<file path="config.mk">
export PLATFORM = sky130hd
export DESIGN_NAME = mbb_divider
export DESIGN_NICKNAME = d
export VERILOG_FILES = /design/src/rtl/mbb_pkg.sv /design/src/rtl/mbb_divider.sv
export SDC_FILE = /design/constraint.sdc
export NUM_CORES = 1
export LEC_CHECK = 0
export ABC_AREA = 1
export BUFFER_PORTS_ARGS = -buffer_cell sky130_fd_sc_hd__buf_2
export CAP_MARGIN = 0
export CORE_ASPECT_RATIO = 1.1
export CORE_UTILIZATION = 40
export DETAILED_ROUTE_END_ITERATION = 8
export HOLD_SLACK_MARGIN = 0.12
export SLEW_MARGIN = 20
export SYNTH_ARGS = -nofsm -noshare
export SYNTH_HDL_FRONTEND = slang
export SYNTH_SLANG_ARGS = --single-unit
</file>
<file path="constraint.sdc">
create_clock -name clock -period 3.8 [get_ports clock]
set_clock_uncertainty 0.1 [all_clocks]
set_input_delay 0.76 -clock clock [delete_from_list [all_inputs] [get_ports clock]]
set_output_delay 0.76 -clock clock [all_outputs]
set_load 0.02 [all_outputs]
</file>
<file path="src/rtl/mbb_pkg.sv">
`default_nettype none
package mbb_pkg;

   localparam int MAX_WIDTH   = 1024;
   localparam int MAX_RADIUS  = 7;
   localparam int LANES       = 4;
   localparam int MAX_LINES   = 4096;
   localparam int STORE_LINES = 2 * MAX_RADIUS + 1;
   localparam int STORE_DEPTH = STORE_LINES * MAX_WIDTH;
   localparam int ADDR_W      = $clog2(STORE_DEPTH);
   localparam int COL_W       = $clog2(MAX_WIDTH);
   localparam int SLOT_W      = $clog2(STORE_LINES);
   localparam int ROW_W       = $clog2(MAX_LINES);
   localparam int POS_W       = 23;
   localparam int SUM_W       = 16;
   localparam int PIX_W       = 8 * LANES;
   localparam int CSR_W       = 13;

   typedef enum logic [1:0] {
      REG_RADIUS        = 2'd0,
      REG_FRAME_WIDTH   = 2'd1,
      REG_FRAME_HEIGHT  = 2'd2,
      REG_CHANNEL_COUNT = 2'd3
   } reg_index_type;

   typedef enum logic [2:0] {
      ST_IDLE,
      ST_ROW_INIT,
      ST_SUM,
      ST_LAST,
      ST_DIV_GO,
      ST_DIV_WAIT,
      ST_PUT
   } state_type;

   typedef struct packed {
      logic       start;
      logic [7:0] area;
   } div_ctl_type;

endpackage
`default_nettype wire

</file>
<file path="src/rtl/mbb_divider.sv">
`default_nettype none
module mbb_divider (
   input  wire logic                     clock,
   input  wire logic                     reset,
   input  wire mbb_pkg::div_ctl_type     ctl,
   input  wire logic [mbb_pkg::SUM_W-1:0] dividend [mbb_pkg::LANES],
   output logic      [7:0]               quotient [mbb_pkg::LANES],
   output logic                          done
);
   localparam int CNT_W = $clog2(mbb_pkg::SUM_W + 1);

   logic [mbb_pkg::SUM_W-1:0] dvd_ff [mbb_pkg::LANES];
   logic [mbb_pkg::SUM_W-1:0] dvd_in [mbb_pkg::LANES];
   logic [7:0]                rem_ff [mbb_pkg::LANES];
   logic [7:0]                rem_in [mbb_pkg::LANES];
   logic [7:0]                area_ff;
   logic [CNT_W-1:0]          cnt_ff;
   logic                      busy_ff;

   // one restoring step per cycle on every lane
   always_comb begin
      logic [8:0] trial;
      for (int i = 0; i < mbb_pkg::LANES; i++) begin
         trial = {rem_ff[i], dvd_ff[i][mbb_pkg::SUM_W-1]};
         if (trial >= {1'b0, area_ff}) begin
            rem_in[i] = 8'(trial - {1'b0, area_ff});
            dvd_in[i] = {dvd_ff[i][mbb_pkg::SUM_W-2:0], 1'b1};
         end else begin
            rem_in[i] = trial[7:0];
            dvd_in[i] = {dvd_ff[i][mbb_pkg::SUM_W-2:0], 1'b0};
         end
      end
   end

   always_ff @(posedge clock) begin
      if (reset) begin
         busy_ff <= 1'b0;
         cnt_ff  <= '0;
      end else if (ctl.start) begin
         busy_ff <= 1'b1;
         cnt_ff  <= CNT_W'(mbb_pkg::SUM_W);
      end else if (busy_ff) begin
         cnt_ff <= cnt_ff - 1'b1;
         if (cnt_ff == CNT_W'(1)) begin
            busy_ff <= 1'b0;
         end
      end
   end

   always_ff @(posedge clock) begin
      if (ctl.start) begin
         area_ff <= ctl.area;
         for (int i = 0; i < mbb_pkg::LANES; i++) begin
            dvd_ff[i] <= dividend[i];
            rem_ff[i] <= '0;
         end
      end else if (busy_ff) begin
         for (int i = 0; i < mbb_pkg::LANES; i++) begin
            dvd_ff[i] <= dvd_in[i];
            rem_ff[i] <= rem_in[i];
         end
      end
   end

   always_comb begin
      for (int i = 0; i < mbb_pkg::LANES; i++) begin
         quotient[i] = dvd_ff[i][7:0];
      end
   end

   assign done = !busy_ff && !ctl.start;
endmodule
`default_nettype wire
</file>
==> metrics.md, run 1 <==
| Metric | Value |
|---|---|
| Clk sinks | 110 |
| DRC Markers | 0 |
| Worst Path Required | approximately 3 ns |
| Worst Max-Slew Pin Slew | 0.9732 ns |
| Min-Delay Path Depth | 2 |
| Most frequent cells in the layout | nand2_1, buf_2, edfxtp_1 |
| Setup TNS | 0 ns |
| Reg-to-reg setup timing slack | 1.52 ns |
| Slew Limit Fails | 0 |
| Worst path arrival time | 1.44 ns |
| Tmin final | 2.301 ns |
| IO Count | roughly 110 |
| Unrepaired setup endpoints after global routing | false |
| Via count | 5,290 |
| Core area | 17,020 um2 |
| Synth Instances | between 800 and 900 |
| Syn_nets | 960 |
| Initial Utilization | 0.4079 |
| Fin. Hold Viols | 0 |
| Crit. End Element | primary output |
| # port buffers | about 110 |
| DR WL/cell | around 13 um |
| Worst path slowest cell | nor2_1 |
| Outcome | finished clean |
| Relative slew slack | 0.3512 |
| Max frequency | 0.4346 GHz |
| Area Overhead vs Synth | 11.95% |
| Pwr dens | 435.3 nW/um2 |
| HP Class | register to register |
| Netlist Area Pre-Place | around 6900 um2 |
| Max H-tree Level | 3 |
| Hold EP | cnt_ff[4] |
| Cell variety after synth | 38 |
| Nets@finish | 1,034 |
| Layout cell share with drive strength beyond 1 | 0.1847 |
| Logic pwr share | 0.268 |
| Die X-Extent | 127.6 um |
| GRT Util Overall | 0.1737 |
| Worst Path Max Fanout | 12 |
| Detailed Route Iter0 Violations | 259 |
| Total die area | 17,880 um2 |
| Sequential cell fraction of total power | 0.452 |
| Critical path's top delay family | buffers and inverters |
| First-pass GRT wire length | 24,480 um |
| TritonCTS Buffers | 9 |
| Pre-antenna DRT Iters | 6 |
| R2R Path Start | area_ff[1] |
| CTS Buffer Depth | 2 |
| Setup Buffers After CTS | 0 |
| CP cell instances | buf_2 > nor2_1 > buf_2 |
| Switch share | 0.3311 |
| #FFs+latches synth | 110 |
| Yosys top cell by area | edfxtp_1 |
| Seq/Total Area, Yosys | 0.4673 |
| Area contributors post-synth | edfxtp_1, nand2_1, ha_1, nor2_1, inv_1 |
| Hold_buf cts | 0 |
| WS Path Type | input pin to primary output |
| Yosys warning count | 0 |
| Final Setup Violations | 0 |
| Hold Crit Start | cnt_ff[4] |
| Most common cell after layout, fill and taps aside | nand2_1 |
| Largest net degree at the start of global routing | 93 |
| Clock-pin slew of the registers on the worst-case setup and hold paths | approximately 0.080 ns |
| Post-synth EDFFs | 104 |
| Syn Area/Cell | ~8.2 um2 |
| Cell mode on critical path | buf_2 |
| Grt ovf | 0 |
| Row cnt | 50 |
| Post_cts resized | 0 |
| Final WL | 14,900 um |
| Tcrit/Tclk final | 0.6056 |
| Leakage | 0.003892 uW |
| Post-Route Utilization | 0.4566 |
| TritonCTS clock tree | yes |
| Clock latency at the later pin of the worst-skew pair | approximately 0.35 ns |
| Mean number of vias per cell | approximately 4.6 |
| Vias in the first global route | slightly below 5,000 |
| Die Span Y | 140.2 um |
| Yosys top cell area share | 0.4500 |
| ANT nets after route | 0 |
| DP HPWL | between 10,000 and 15,000 um |
| Max stage delay on crit path | 0.25 ns |
| Max_cap viols | 0 |
| Root Buffer | clkbuf_16 |
| CP bufs+invs | 2 |
| Initial antenna violation count | 1 |
| Psw | between 1000 and 1500 uW |
| Cell-internal power | 2262 uW |
| FFs w/ async S/R, synth | 0 |
| Max IR drop VDD | 0.2447 mV |
| Predominant post-synthesis flop cell | edfxtp_1 |
| RR Endpoint | dvd_ff[1][0] |
| ANT cells | 0 |
| Worst setup SP type | input pin |
| Routability cong. | 0.8078 |
| FF-to-FF path depth | 8 |
| Clk pwr share | 0.280 |
## how the worst max path moves through the flow
stage,slack (ns),endpoint,startpoint,cells past startpoint
after global routing,1.32,dvd_ff[1][0],area_ff[1],8
after CTS,1.47,dvd_ff[1][0],area_ff[1],8
after floorplan,0.49,dvd_ff[0][0],ctl[8],2
final,1.50,done,ctl[8],3
after global placement,1.30,dvd_ff[3][5],ctl[8],5
after detailed placement,1.28,dvd_ff[3][5],ctl[8],5
## flip-flops by register name, indices dropped and copies added, names as in the netlist
register / cells
rem_ff: 32
cnt_ff: 5
busy_ff: 1
dvd_ff: 64
area_ff: 8
## worst register-to-register path: cells and delay by family, from the launching register on
kind / cells / cell delay [ns]
DFF: 1 / 0.55
AOI/OAI and AO/OA: 2 / 0.47
adders and majority gates: 1 / 0.35
and+or+nand+nor: 4 / 0.32
buffers and inverters: 1 / 0.21
## routing by layer
| metal | share of wire | track usage | up-vias |
|---|---|---|---|
| li1 | - | - | 2792 |
| met1 | 0.48 | 0.2448 | 2375 |
| met2 | 0.46 | 0.2701 | 108 |
| met3 | 0.049 | 0.03629 | 13 |
| met4 | 0.015 | 0.04830 | 2 |
| met5 | 0.00087 | 0 | - |
## final cells by class
class                   count  area, um2
inverters                 100      380.4
clock buffers               9      225.2
well taps                 234      292.8
fillers                  1722       9246
flip-flops and latches    110       3243
clock inverters             7      71.32
repair buffers            112      585.6
multi-input cells         588       2972
## per-stage QoR
| step | hold WS, ns | area [um2] | power [uW] | setup slack (ns) | std cells |
|---|---|---|---|---|---|
| after CTS | 0.3984 | 7770 | 3420 | 1.468 | 1160 |
| after global placement | 0.3820 | 7473 | 2462 | 1.298 | 1144 |
| final | 0.4006 | 7770 | 3382 | 1.499 | 1160 |
| after floorplan | 0.3570 | 6940 | 2269 | 0.4915 | 847 |
| after global routing | 0.4272 | 7770 | 3585 | 1.324 | 1160 |
| after detailed placement | 0.3822 | 7473 | 2464 | 1.279 | 1144 |
## synthesized netlist by cell type, types with 3 or more instances
| cell | instances |
|---|---|
| nand4_1 | 7 |
| buf_2 | 8 |
| edfxtp_1 | 104 |
| nand3b_1 | 8 |
| xnor2_1 | 6 |
| nand2_1 | 333 |
| nand3_2 | 4 |
| nand2_4 | 7 |
| dfxtp_1 | 6 |
| fa_1 | 4 |
| nor2_2 | 4 |
| buf_4 | 33 |
| ha_1 | 34 |
| nand3_1 | 39 |
| xor2_1 | 7 |
| o21ai_0 | 3 |
| clkbuf_1 | 4 |
| inv_2 | 6 |
| nor2_1 | 97 |
| nand2_2 | 9 |
| buf_6 | 4 |
| a21oi_1 | 9 |
| inv_1 | 91 |
## power by group through the flow
stage	clock [uW]	sequential, uW	combinational (uW)
after CTS	976	1530	912
after detailed placement	0	1560	908
after global placement	0	1560	904
final	948	1530	905
after floorplan	0	1540	730
after global routing	1010	1540	1030
## logic make-up (layout without fill, tap and decap cells)
group	Yosys count	after routing	synth area share
flip-flops	110	110	0.4673
XOR/XNOR	13	13	0.01641
AND/OR/NAND/NOR	518	518	0.3205
buffers and inverters	149	228	0.1046
adder cells (fa/ha/maj)	38	38	0.07283
AO/OA/AOI/OAI	19	19	0.01839
(Power assumes the default switching activity.)
==> run 2: changes to the inputs <==
clock period = 2.2 ns   (was 3.8 ns; I/O delays follow)
==> run 2 against run 1 <==
Critical path depth rose by 6. Largest cell class unchanged. Global-route usage increased by 0.60 points. Critical endpoint is now rem_ff[1][7]. Utilization is 0.53 points higher.
==> metrics.md, run 2 (synthesized netlist as in run 1, its figures left out) <==
| Metric | Value |
|---|---|
| Outcome | finished clean (unchanged) |
| CP bufs+invs | 3 (was 2) |
| TritonCTS Buffers | 9 (unchanged) |
| FF-to-FF path depth | 9 (was 8) |
| Slew Limit Fails | 0 (unchanged) |
| Clk sinks | 110 (unchanged) |
| Most frequent cells in the layout | nand2_1, buf_2, edfxtp_1 (unchanged) |
| ANT nets after route | 0 (unchanged) |
| Die X-Extent | 127.6 um (unchanged) |
| Most common cell after layout, fill and taps aside | nand2_1 (unchanged) |
| R2R Path Start | area_ff[6] (was area_ff[1]) |
| DR WL/cell | 13.01 um (was 12.84 um) |
| Worst path arrival time | 2.11 ns (was 1.44 ns) |
| Mean number of vias per cell | 4.586 (was 4.560) |
| Max frequency | between 0.4 and 0.5 GHz |
| TritonCTS clock tree | yes (unchanged) |
| Worst Hold Slack | 0.1529 ns (was 0.4006 ns) |
| Tmin final | roughly 2.1 ns |
| Root Buffer | clkbuf_16 (unchanged) |
| ANT cells | 0 (unchanged) |
| Worst path slowest cell | edfxtp_1 (was nor2_1) |
| Worst Path Max Fanout | 6 (was 12) |
| Max_cap viols | 0 (unchanged) |
| First-pass GRT wire length | 25,210 um (was 24,480 um) |
| Relative slew slack | 0.7340 (was 0.3512) |
| Max reg flops | 64 (unchanged) |
| Clock-pin slew of the registers on the worst-case setup and hold paths | 0.08 ns (about the same) |
| IO Count | 108 (unchanged) |
| DRC Markers | 0 (unchanged) |
| Detailed Route Iter0 Violations | 313 (was 259) |
| RR Endpoint | rem_ff[1][7] (was dvd_ff[1][0]) |
| Worst Max-Slew Pin Slew | 0.3989 ns (was 0.9732 ns) |
| Max IR drop VDD | 0.3868 mV (was 0.2447 mV) |
| Pre-antenna DRT Iters | 4 (was 6) |
| HP Class | input pin to register (was register to register) |
| DP HPWL | 11,010 um (was 10,780 um) |
| Setup TNS | 0 ns (unchanged) |
| Most flop-heavy register | dvd_ff (unchanged) |
| Area Overhead vs Synth | 13.25% (was 11.95%) |
| Core area | 17,020 um2 (unchanged) |
| GRT Util Overall | 0.1797 (was 0.1737) |
| Max H-tree Level | 3 (unchanged) |
| Setup Buffers After CTS | 0 (unchanged) |
| Fin. Hold Viols | 0 (unchanged) |
| Total die area | 17,880 um2 (unchanged) |
| Placed cell area | 7552 um2 (was 7473 um2) |
| WS Path Type | register to register (was input pin to primary output) |
| Max stage delay on crit path | 0.36 ns (was 0.25 ns) |
| Largest net degree at the start of global routing | 81 (was 93) |
| Initial antenna violation count | 0 (was 1) |
| Initial Utilization | 0.4079 (unchanged) |
| Crit. End Element | register (was primary output) |
| Clock latency at the later pin of the worst-skew pair | 0.36 ns (was 0.35 ns) |
| Row cnt | 50 (unchanged) |
| Die Span Y | 140.2 um (unchanged) |
| Worst setup SP type | register (was input pin) |
| Worst Path Required | 2.22 ns (was 2.94 ns) |
| Layout cell share with drive strength beyond 1 | 0.2006 (was 0.1847) |
| Post-Route Utilization | 0.4619 (was 0.4566) |
| Pwr Total | 5859 uW (was 3382 uW) |
| Unrepaired setup endpoints after global routing | true (was false) |
| Via count | 5,347 (was 5,290) |
| Min-Delay Path Depth | 1 (was 2) |
| Routability cong. | 0.8457 (was 0.8078) |
| Nets@finish | 1,040 (was 1,034) |
| Hold EP | area_ff[7] (was cnt_ff[4]) |
| Top flop regs | dvd_ff (64), rem_ff (32), area_ff (8) (unchanged) |
| Critical path's top delay family | simple AND/OR/NAND/NOR gates (was buffers and inverters) |
| Hold Crit Start | ctl[7] (was cnt_ff[4]) |
| Vias in the first global route | 5,137 (was 4,933) |
| CP cell instances | inv_2 > buf_4 > ha_1 > nand2_1 > nor3_4 > a21oi_2 > buf_4 > nor2_1 > nor2_1 (was buf_2 > nor2_1 > buf_2) |
| Final Setup Violations | 0 (unchanged) |
| Pwr dens | 745.4 nW/um2 (was 435.3 nW/um2) |
| Final WL | 15,170 um (was 14,900 um) |
| # port buffers | 107 (unchanged) |
| Tcrit/Tclk final | 0.9470 |
| Non-Filler Cell Area, Final | 7860 um2 (was 7770 um2) |
| Reg-to-reg setup timing slack | 0.12 ns (was 1.52 ns) |
| Grt ovf | 0 (unchanged) |
| Leakage | 0.003913 uW (was 0.003892 uW) |
| CTS Buffer Depth | 2 (unchanged) |
## run 2: worst max path at each step
stage / cells after the start / startpoint / end / slack [ns]
6_report: 9 / area_ff[6] / rem_ff[1][7] / 0.12
5_1_grt: 10 / area_ff[0] / rem_ff[3][6] / -0.01
4_1_cts: 9 / area_ff[6] / rem_ff[1][0] / 0.07
3_5_place_dp: 10 / area_ff[0] / rem_ff[1][6] / 0.09
3_3_place_gp: 11 / area_ff[6] / rem_ff[1][7] / 0.1
2_1_floorplan: 2 / ctl[8] / dvd_ff[0][0] / -0.36
## run 2: cell type report
type                            count  area, um2
Clock buffer                        9      225.2
Multi-Input combinational cell    588       2997
Timing Repair Buffer              118      655.6
Inverter                          100      381.6
Fill cell                        1727       9156
Tap cell                          234      292.8
Clock inverter                      7      65.06
Sequential cell                   110       3243
## run 2: power by group
group / total, uW / leakage (uW) / internal (uW) / switching, uW
clock: 1620 / 0.000137 / 794 / 826
combinational: 1600 / 0.00266 / 586 / 1010
sequential: 2640 / 0.00112 / 2540 / 103
## run 2: metrics by stage
stage | instances | worst slack (ns)
final | 1166 | 0.1165
after CTS | 1166 | 0.06641
after global routing | 1166 | -0.01145
after floorplan | 847 | -0.3593
after global placement | 1150 | 0.09796
after detailed placement | 1150 | 0.09012
## run 2: what timing repair did
item | CTS | global route
setup endpoints to repair | 0 | 11
hold buffers | 0 | 0
resized for setup | 0 | 9
## run 2: per-layer routing
| metal | track usage | wire length [um] | vias up |
|---|---|---|---|
| met5 | 0 | 0 | - |
| met2 | 0.2810 | 6699 | 106 |
| met1 | 0.2500 | 7507 | 2423 |
| li1 | - | - | 2804 |
| met3 | 0.04125 | 765 | 14 |
| met4 | 0.04892 | 199 | 0 |
